$ cat config.mk
export PLATFORM = sky130hd
export DESIGN_NAME = palette_colour_fade_flat
export DESIGN_NICKNAME = d
export VERILOG_FILES = /design/src/pcf_pkg.sv /design/src/pcf_if.sv /design/src/palette_colour_fade.sv /design/src/pcf_unpack.sv /design/src/pcf_blend.sv /design/src/pcf_pack.sv /design/src/flat_wrapper.sv
export SDC_FILE = /design/constraint.sdc
export NUM_CORES = 1
export LEC_CHECK = 0
export BUFFER_PORTS_ARGS = -buffer_cell sky130_fd_sc_hd__buf_2
export CORE_MARGIN = 3
export CORE_UTILIZATION = 57
export CTS_CLUSTER_DIAMETER = 200
export DETAILED_ROUTE_END_ITERATION = 10
export GPL_TIMING_DRIVEN = 0
export HOLD_SLACK_MARGIN = 0.06
export PLACE_DENSITY = 0.76
export SKIP_CTS_REPAIR_TIMING = 1
export SYNTH_ARGS = -nofsm -noshare
export SYNTH_HDL_FRONTEND = slang
export SYNTH_HIERARCHICAL = 1
export SYNTH_SLANG_ARGS = --single-unit
export TNS_END_PERCENT = 20
$ cat constraint.sdc
create_clock -name clk -period 8.91 [get_ports clk]
set_input_delay 0.4455 -clock clk [delete_from_list [all_inputs] [get_ports clk]]
set_output_delay 0.4455 -clock clk [all_outputs]
set_load 0.01 [all_outputs]
$ cat src/pcf_pkg.sv
// Palette colour fade package: format codes, stage payload types.
// No dependencies; imported by every module of the block.
`default_nettype none

package pcf_pkg;

	typedef logic [1:0] fmt_t;

	localparam fmt_t FMT_3BIT = 2'd0;
	localparam fmt_t FMT_4BIT = 2'd1;
	localparam fmt_t FMT_8BIT = 2'd2;

	localparam fmt_t FMT_RESET = FMT_4BIT;

	localparam logic [8:0] POS_ONE = 9'h100;
	localparam logic [3:0] LEVEL4_MAX = 4'hF;

	// stage 1: unpacked channels, index 0 blue, 1 green, 2 red
	typedef struct packed {
		fmt_t            fmt;
		logic [2:0][7:0] a;
		logic [2:0][7:0] b;
		logic [8:0]      pos;
		logic            last;
	} s1_t;

	// stage 2: products (tgt - src) * pos, signed
	typedef struct packed {
		fmt_t             fmt;
		logic [2:0][7:0]  a;
		logic [2:0][17:0] prod;
		logic             last;
	} s2_t;

	typedef struct packed {
		logic [31:0] faded;
		logic        last;
	} s3_t;

endpackage

`default_nettype wire

$ cat src/pcf_if.sv
// Valid/ready channel interfaces for the palette colour fade block.
// No dependencies.
`default_nettype none

interface pcf_in_if;
	logic        valid;
	logic        ready;
	logic [31:0] source_colour;
	logic [31:0] target_colour;
	logic [15:0] fade_position;
	logic        last_colour;

	modport source (output valid, source_colour, target_colour, fade_position, last_colour,
		input ready);
	modport sink (input valid, source_colour, target_colour, fade_position, last_colour,
		output ready);
endinterface

interface pcf_out_if;
	logic        valid;
	logic        ready;
	logic [31:0] faded_colour;
	logic        last_out;

	modport source (output valid, faded_colour, last_out, input ready);
	modport sink (input valid, faded_colour, last_out, output ready);
endinterface

`default_nettype wire

$ cat src/palette_colour_fade.sv
// Palette colour fade top level: format register and three-stage pipeline.
// Depends on pcf_pkg, pcf_if, pcf_unpack, pcf_blend, pcf_pack.
//
// Usage:
//   fade_in carries one beat per palette colour: source and target colour in
//   the packed format chosen by colour_format, an 8.8 fade position (values
//   above 0x100 act as 0x100) and a last flag. fade_out returns the blended
//   colour and the copied flag, one beat per input beat, in order.
//   cfg_wr_en/cfg_wr_data write colour_format (0 3-bit, 1 rotated 4-bit,
//   2 or 3 8-bit); write it only while no beat is in flight.
//   A beat passes through three registered stages, in order: unpack,
//   multiply, shift/pack. Throughput: one beat per cycle while fade_out
//   takes beats; every stage takes a new beat as it passes its beat on.
//   When fade_out stalls, the pipeline holds and fills up; fade_in.ready
//   drops only when all three stages hold a beat. Nothing is lost.
//   Reset (arst_n low) empties the pipeline and sets colour_format to 1.
`default_nettype none

module palette_colour_fade
	import pcf_pkg::*;
(
	input  wire logic       clk,
	input  wire logic       arst_n,
	input  wire logic       cfg_wr_en,
	input  wire logic [1:0] cfg_wr_data,
	pcf_in_if.sink          fade_in,
	pcf_out_if.source       fade_out
);

	fmt_t colour_format_q;
	logic en1, en2, en3;
	logic valid_s1, valid_s2, valid_s3;
	s1_t  data_s1;
	s2_t  data_s2;
	s3_t  data_s3;

	always_ff @(posedge clk or negedge arst_n) begin
		if (!arst_n) begin
			colour_format_q <= FMT_RESET;
		end else if (cfg_wr_en) begin
			colour_format_q <= cfg_wr_data;
		end
	end

	assign en3 = !valid_s3 || fade_out.ready;
	assign en2 = !valid_s2 || en3;
	assign en1 = !valid_s1 || en2;

	assign fade_in.ready = en1;

	pcf_unpack u_unpack (
		.clk           (clk),
		.arst_n        (arst_n),
		.en            (en1),
		.valid         (fade_in.valid),
		.fmt           (colour_format_q),
		.source_colour (fade_in.source_colour),
		.target_colour (fade_in.target_colour),
		.fade_position (fade_in.fade_position),
		.last_colour   (fade_in.last_colour),
		.valid_s1      (valid_s1),
		.data_s1       (data_s1)
	);

	pcf_blend u_blend (
		.clk      (clk),
		.arst_n   (arst_n),
		.en       (en2),
		.valid_s1 (valid_s1),
		.data_s1  (data_s1),
		.valid_s2 (valid_s2),
		.data_s2  (data_s2)
	);

	pcf_pack u_pack (
		.clk      (clk),
		.arst_n   (arst_n),
		.en       (en3),
		.valid_s2 (valid_s2),
		.data_s2  (data_s2),
		.valid_s3 (valid_s3),
		.data_s3  (data_s3)
	);

	assign fade_out.valid        = valid_s3;
	assign fade_out.faded_colour = data_s3.faded;
	assign fade_out.last_out     = data_s3.last;

`ifndef ASSERT_OFF
	a_no_bubble_stall: assert property (@(posedge clk) disable iff (!arst_n)
		fade_out.ready |-> fade_in.ready)
		else $error("input stalled while output is drained");
	a_full_stall: assert property (@(posedge clk) disable iff (!arst_n)
		!fade_in.ready |-> valid_s1 && valid_s2 && valid_s3 && !fade_out.ready)
		else $error("input stalled with room in the pipeline");
	a_beat_arrives: assert property (@(posedge clk) disable iff (!arst_n)
		fade_in.valid && fade_in.ready && fade_out.ready |=> valid_s1)
		else $error("accepted beat missing from stage 1");
`endif

endmodule

`default_nettype wire

$ cat src/pcf_unpack.sv
// Stage 1: extracts the three channels in the selected format, saturates position.
// Depends on pcf_pkg.
`default_nettype none

module pcf_unpack
	import pcf_pkg::*;
(
	input  wire logic        clk,
	input  wire logic        arst_n,
	input  wire logic        en,
	input  wire logic        valid,
	input  wire fmt_t        fmt,
	input  wire logic [31:0] source_colour,
	input  wire logic [31:0] target_colour,
	input  wire logic [15:0] fade_position,
	input  wire logic        last_colour,
	output logic             valid_s1,
	output s1_t              data_s1
);

	s1_t d;

	function automatic logic [7:0] chan(input fmt_t f, input logic [31:0] c, input int k);
		logic [3:0] n;
		logic [7:0] r;
		n = c[4*k +: 4];
		case (f)
			FMT_3BIT: r = {5'd0, n[2:0]};
			FMT_4BIT: r = {4'd0, n[2:0], n[3]};
			default:  r = (k == 0) ? c[7:0] : ((k == 1) ? c[23:16] : c[31:24]);
		endcase
		return r;
	endfunction

	always_comb begin
		d.fmt  = fmt;
		d.last = last_colour;
		d.pos  = (fade_position > 16'(POS_ONE)) ? POS_ONE : fade_position[8:0];
		for (int k = 0; k < 3; k++) begin
			d.a[k] = chan(fmt, source_colour, k);
			d.b[k] = chan(fmt, target_colour, k);
		end
	end

	always_ff @(posedge clk or negedge arst_n) begin
		if (!arst_n) begin
			valid_s1 <= 1'b0;
		end else if (en) begin
			valid_s1 <= valid;
		end
	end

	always_ff @(posedge clk) begin
		if (en && valid) begin
			data_s1 <= d;
		end
	end

endmodule

`default_nettype wire

$ cat src/pcf_blend.sv
// Stage 2: per-channel signed product (tgt - src) * pos.
// Depends on pcf_pkg.
`default_nettype none

module pcf_blend
	import pcf_pkg::*;
(
	input  wire logic clk,
	input  wire logic arst_n,
	input  wire logic en,
	input  wire logic valid_s1,
	input  wire s1_t  data_s1,
	output logic      valid_s2,
	output s2_t       data_s2
);

	s2_t d;

	always_comb begin
		logic signed [8:0]  diff;
		logic signed [9:0]  posv;
		logic signed [18:0] p;
		d.fmt  = data_s1.fmt;
		d.a    = data_s1.a;
		d.last = data_s1.last;
		posv   = signed'({1'b0, data_s1.pos});
		for (int k = 0; k < 3; k++) begin
			diff      = signed'({1'b0, data_s1.b[k]}) - signed'({1'b0, data_s1.a[k]});
			p         = diff * posv;
			d.prod[k] = p[17:0];
		end
	end

	always_ff @(posedge clk or negedge arst_n) begin
		if (!arst_n) begin
			valid_s2 <= 1'b0;
		end else if (en) begin
			valid_s2 <= valid_s1;
		end
	end

	always_ff @(posedge clk) begin
		if (en && valid_s1) begin
			data_s2 <= d;
		end
	end

endmodule

`default_nettype wire

$ cat src/pcf_pack.sv
// Stage 3: floor shift, add, wrap or clamp, repack; this is the output register.
// Depends on pcf_pkg.
`default_nettype none

module pcf_pack
	import pcf_pkg::*;
(
	input  wire logic clk,
	input  wire logic arst_n,
	input  wire logic en,
	input  wire logic valid_s2,
	input  wire s2_t  data_s2,
	output logic      valid_s3,
	output s3_t       data_s3
);

	s3_t d;

	always_comb begin
		logic signed [9:0] r;
		logic [2:0][7:0]   lv;
		logic [3:0]        c;
		for (int k = 0; k < 3; k++) begin
			// prod[17:8] is an arithmetic shift: floor of prod / 256
			r = signed'({2'b00, data_s2.a[k]}) + signed'(data_s2.prod[k][17:8]);
			if (r[9]) begin
				c = 4'd0;
			end else if (r[8:0] > 9'(LEVEL4_MAX)) begin
				c = LEVEL4_MAX;
			end else begin
				c = r[3:0];
			end
			case (data_s2.fmt)
				FMT_3BIT: lv[k] = {5'd0, r[2:0]};
				FMT_4BIT: lv[k] = {4'd0, c[0], c[3:1]};
				default:  lv[k] = r[7:0];
			endcase
		end
		case (data_s2.fmt)
			FMT_3BIT: d.faded = {21'd0, lv[2][2:0], 1'b0, lv[1][2:0], 1'b0, lv[0][2:0]};
			FMT_4BIT: d.faded = {20'd0, lv[2][3:0], lv[1][3:0], lv[0][3:0]};
			default:  d.faded = {lv[2], lv[1], 8'd0, lv[0]};
		endcase
		d.last = data_s2.last;
	end

	always_ff @(posedge clk or negedge arst_n) begin
		if (!arst_n) begin
			valid_s3 <= 1'b0;
		end else if (en) begin
			valid_s3 <= valid_s2;
		end
	end

	always_ff @(posedge clk) begin
		if (en && valid_s2) begin
			data_s3 <= d;
		end
	end

`ifndef ASSERT_OFF
	a_fmt3_zero: assert property (@(posedge clk) disable iff (!arst_n)
		en && valid_s2 && data_s2.fmt == FMT_3BIT |=>
		data_s3.faded[31:11] == 21'd0 && !data_s3.faded[7] && !data_s3.faded[3])
		else $error("3-bit beat has bits set outside its channels");
	a_fmt4_zero: assert property (@(posedge clk) disable iff (!arst_n)
		en && valid_s2 && data_s2.fmt == FMT_4BIT |=> data_s3.faded[31:12] == 20'd0)
		else $error("4-bit beat has bits set above bit 11");
	a_fmt8_zero: assert property (@(posedge clk) disable iff (!arst_n)
		en && valid_s2 && data_s2.fmt != FMT_3BIT && data_s2.fmt != FMT_4BIT |=>
		data_s3.faded[15:8] == 8'd0)
		else $error("8-bit beat has bits set in the unused byte");
`endif

endmodule

`default_nettype wire

$ cat src/flat_wrapper.sv
// flat-port wrapper written by rule: the top's interface ports become plain ports
module palette_colour_fade_flat import pcf_pkg::*;
  (clk, arst_n, cfg_wr_en, cfg_wr_data, fade_in_valid, fade_in_source_colour, fade_in_target_colour, fade_in_fade_position, fade_in_last_colour, fade_in_ready, fade_out_valid, fade_out_faded_colour, fade_out_last_out, fade_out_ready);
  pcf_in_if fade_in_i ();
  pcf_out_if fade_out_i ();
  input  wire logic clk;
  input  wire logic arst_n;
  input  wire logic cfg_wr_en;
  input  wire logic [1:0] cfg_wr_data;
  input wire logic [$bits(fade_in_i.valid)-1:0] fade_in_valid;
  input wire logic [$bits(fade_in_i.source_colour)-1:0] fade_in_source_colour;
  input wire logic [$bits(fade_in_i.target_colour)-1:0] fade_in_target_colour;
  input wire logic [$bits(fade_in_i.fade_position)-1:0] fade_in_fade_position;
  input wire logic [$bits(fade_in_i.last_colour)-1:0] fade_in_last_colour;
  output wire logic [$bits(fade_in_i.ready)-1:0] fade_in_ready;
  output wire logic [$bits(fade_out_i.valid)-1:0] fade_out_valid;
  output wire logic [$bits(fade_out_i.faded_colour)-1:0] fade_out_faded_colour;
  output wire logic [$bits(fade_out_i.last_out)-1:0] fade_out_last_out;
  input wire logic [$bits(fade_out_i.ready)-1:0] fade_out_ready;
  assign fade_in_i.valid = fade_in_valid;
  assign fade_in_i.source_colour = fade_in_source_colour;
  assign fade_in_i.target_colour = fade_in_target_colour;
  assign fade_in_i.fade_position = fade_in_fade_position;
  assign fade_in_i.last_colour = fade_in_last_colour;
  assign fade_in_ready = fade_in_i.ready;
  assign fade_out_valid = fade_out_i.valid;
  assign fade_out_faded_colour = fade_out_i.faded_colour;
  assign fade_out_last_out = fade_out_i.last_out;
  assign fade_out_i.ready = fade_out_ready;
  palette_colour_fade u_core (.clk(clk), .arst_n(arst_n), .cfg_wr_en(cfg_wr_en), .cfg_wr_data(cfg_wr_data), .fade_in(fade_in_i), .fade_out(fade_out_i));
endmodule
# Word level (Yosys, flattened, before mapping)
# Index checks and enable logic that the tools add are counted.
# classes
n_addsub	6
n_mul	3
n_lt_le_gt_ge	4
n_eq_ne	2
n_mux	16
n_reduce_logical	11
# ops
op	count
case mux 8 bit (2 select lines)	9
case mux 32 bit (2 select lines)	1
multiplier 9 x 10 -> 18 bit	3
adder 9 x 10 -> 10 bit	3
greater-than comparator 9 x 4 -> 1 bit (second input constant)	3
subtractor 8 x 8 -> 9 bit	3
2-to-1 mux 4 bit	6
greater-than comparator 16 x 9 -> 1 bit (second input constant)	1
== test 2 x 1 -> 1 bit (second input constant)	2
logical NOT 2 bit	2
logical AND 1 bit	3
logical NOT 1 bit	3
logical OR 1 bit	3
# totals
regBits	179
output_inout_bits	35

# Logic depth before layout (Yosys ltp)
# depth
depth_word	6
depth_mapped	27
depth_no_buf	27

# Hierarchy
# Netlist, hierarchy kept.
# by_module_without_submodules
module	instances	cells_each	area_per_inst_um2	seq_area_each_um2
pcf_blend	1	1146	11674.9	2457.4
pcf_pack	1	272	2597.5	895.9
pcf_unpack	1	165	2496.1	1826.8
palette_colour_fade	1	7	96.3	51.3

# Least setup slack after synthesis
# Ideal clock, no wire load.
# synth_path
path_kind	register -> register
start	register u_core/u_unpack/data_s1[10] (netlist name)
end	register u_core/u_blend/data_s2[16] (netlist name)
t_arrival_ns	6.050
t_required_ns	8.730
setup_slack_ns	2.680
path_stages_with_launch	25
cell_sequence	edfxtp_1 > inv_1 > ha_1 > fa_1 > inv_1 > a21oi_1 > o21ai_1 > o41a_1 > clkbuf_1 > or2_1 > fa_1 > fa_1 > inv_1 > fa_1 > fa_1 > inv_1 > fa_1 > inv_1 > ha_1 > o21a_1 > o31a_1 > o221a_4 > o21ai_2 > or4b_1 > o311ai_1

==> results.env <==
AVERAGE_DETAILED_ROUTED_WIRE_LENGTH_PER_INSTANCE_UM=17.4
SETUP_TNS_NS=0
CLOCK_SINK_COUNT=151
CLK-INSERTION-DELAY-LATE_NS=0.43
DIE_AREA_SQ_MM=0.0303
REPORT.FINAL.HOLD_VIOL_COUNT=0
ANTENNA_CELLS=0
FINAL_MIN_PERIOD_OVER_CLOCK_PERIOD_PCT=78.7
CP_TOP_FAMILY='adder cells'
ROUTE.FINAL.WIRE_LENGTH_UM=36100
MAXSLEWHEADROOM_PCT=11.1
CRIT_TYPE='register to register'
CTS-BUFFERS-INSERTED=17
FINAL_NETS=2138
WORSTSETUPSTARTPOINTTYPE='register'
SLOWEST_DELAY_NS=0.66
GP_CONGESTION=0.887
CLOCK_SKEW_NS=0.0142
ANTENNA_LEFT=0
PATH_MAX_FANOUT=9
GRT_OVERFLOW_TOTAL=0
ANTENNA_FOUND_INITIAL=1
DRC=0
CTS_TREE='done'
INITIAL_UTILIZATION_PCT=58.9
SETUP_REPAIR_AFTER_GLOBAL_ROUTING_MISSED_ITS_MARGIN='false'
MULTIINPUTGATEAREA_SQ_MM=0.0105
GROUTE.USAGE.OVERALL_PCT=24.4
MAX_FREQ_GHz=0.143
YOSYS_WARNINGS=6
WORSTMARGINPINSLEW_NS=1.33
CP.BUFFERS_INVERTERS=4
REGAREA_SQ_MM=0.00451
CRIT_ARRIVAL_NS=7.22
DETAIL_ROUTE.VIAS_PER_CELL=5.52
NUMBER_OF_GLOBAL_ROUTE_VIAS_BEFORE_REPAIR=11688
DIE-WIDTH_UM=174
ROOT_BUFFER='clkbuf_16'
NETLIST_AREA_SQ_MM=0.0161
TIMING.CRITICAL_PATH.CELLS='ha_1, fa_1, inv_1, a21oi_1, o21ai_1, nor2_1, xnor2_1, nand2_1, fa_1, fa_1, inv_1, fa_1, fa_1, inv_1, fa_1, inv_1, ha_1, o21a_1, o31a_1, o221a_4, o21ai_2, or4b_1, o311ai_1'
PLACE.PORT_BUFFERS=110
RUN_STATUS='completed'
TIMING.HOLD.WORST.CLASS='primary input to register'
GRT_FIRST_PASS_WIRELENGTH_UM=58700
AREA_OVERHEAD_OF_THE_LAYOUT_RELATIVE_TO_SYNTHESIS_PCT=10.1
MAX_CAP_VIOL_COUNT=0
DETAILEDPLACEMENTHPWL_UM=28600
PATH_COMMON_CELL='fa_1'
MOST-COMMON-LAYOUT-CELLS='inv_1, ha_1, and2_1'
NUM_VIAS=11459
DETAILEDROUTE.FIRSTPASSITERATIONCOUNT=5
NUMBER_OF_H_TREE_LEVELS=4
MOSTFREQUENTLAYOUTCELL='inv_1'
MIN_PERIOD_NS=7.02
DESIGN.CORE.AREA_SQ_MM=0.0273
DRIVE_GT1_SHARE_PCT=10.9
CRIT_PATH_TOP_DELAY_CELL='xnor2_1'
FILLERS=2253
NUM_IO_PINS=123
DRTITER0DRC=720
TIMING_MAX_TRANSITION_VIOLATIONS_FINAL=0
POSTSYNTHCELLCOUNT=1557
SYN_AREA_PER_CELL_SQ_UM=10.3
DIE-HEIGHT_UM=174
NATURE_OF_THE_CRITICAL_PATH_ENDPOINT='register'
CTSLONGESTPATHBUFFERS=2
WORST_EP_REQUIRED_TIME_NS=9.11
PLACEMENT_ROWS=60
CLK_PIN_SLEW_WORST_PATHS_NS=0.07
SETUP_VIOLATIONS=0
PIN_COUNT_OF_THE_BIGGEST_NET_ENTERING_GLOBAL_ROUTING=61
[metal layers]
layer	share of wire, %	routed length, um	vias to the layer above	GRT usage (%)
li1	-	-	5440	-
met1	42	15100	5649	30.9
met2	50	18100	296	43.0
met3	5.0	1790	72	3.58
met4	3.0	1080	2	8.11
met5	0.033	12	-	0
[worst register-to-register path: cells and delay by family, from the launching register on]
kind	cells	cell delay, ns
adder cells (fa/ha/maj)	8	3.57
AO/OA/AOI/OAI	7	1.19
AND/OR/NAND/NOR	3	0.69
XOR/XNOR	1	0.66
flip-flops	1	0.44
buffers and inverters	4	0.23
[flip-flops by register name (all words and copies together) (netlist names)]
register,count
u_core/u_pack/valid_s3,1
u_core/u_blend/data_s2,57
u_core/u_unpack/valid_s1,1
u_core/u_pack/data_s3,29
u_core/u_unpack/data_s1,60
u_core/u_blend/valid_s2,1
u_core/colour_format_q,2
[final timing paths]
kind | to | cells after the start | slack, ns | start
min in group asynchronous | u_core/u_pack/valid_s3 | 2 | 0.36 | arst_n
setup reg to reg | u_core/u_blend/data_s2[16] | 23 | 1.89 | u_core/u_unpack/data_s1[34]
hold reg to reg | u_core/u_pack/data_s3[0] | 0 | 0.42 | u_core/u_blend/data_s2[0]
setup / recovery | u_core/u_blend/data_s2[16] | 23 | 1.89 | u_core/u_unpack/data_s1[34]
max in group asynchronous | u_core/colour_format_q[0] | 2 | 8.34 | arst_n
hold / removal | u_core/u_unpack/data_s1[0] | 1 | 0.18 | fade_in_last_colour
[metrics by stage]
stage / cells / instance area [sq um] / hold WS, ns / setup WS [ns] / utilization (%)
global route: 2076 / 17700 / 0.180 / 1.65 / 64.8
detailed placement: 2043 / 17100 / 0.269 / 2.01 / 62.7
CTS: 2075 / 17700 / -0.199 / 1.90 / 64.8
global placement: 2042 / 17100 / 0.264 / 2.09 / 62.6
floorplan: 1560 / 16100 / 0.150 / 2.68 / -
finish: 2076 / 17700 / 0.183 / 1.89 / 64.8
[area by class of cell]
class                   count  area share (%)
multi-input cells        1127            59.3
flip-flops and latches    151            25.5
inverters                 240            5.09
repair buffers            112            3.28
well taps                 372            2.63
clock buffers              17            2.40
plain buffers              42            1.06
clock inverters            15           0.791
Power is left out: the tool's default activity adds up to more than one toggle a clock period on the data nets, which glitch-free logic cannot reach.
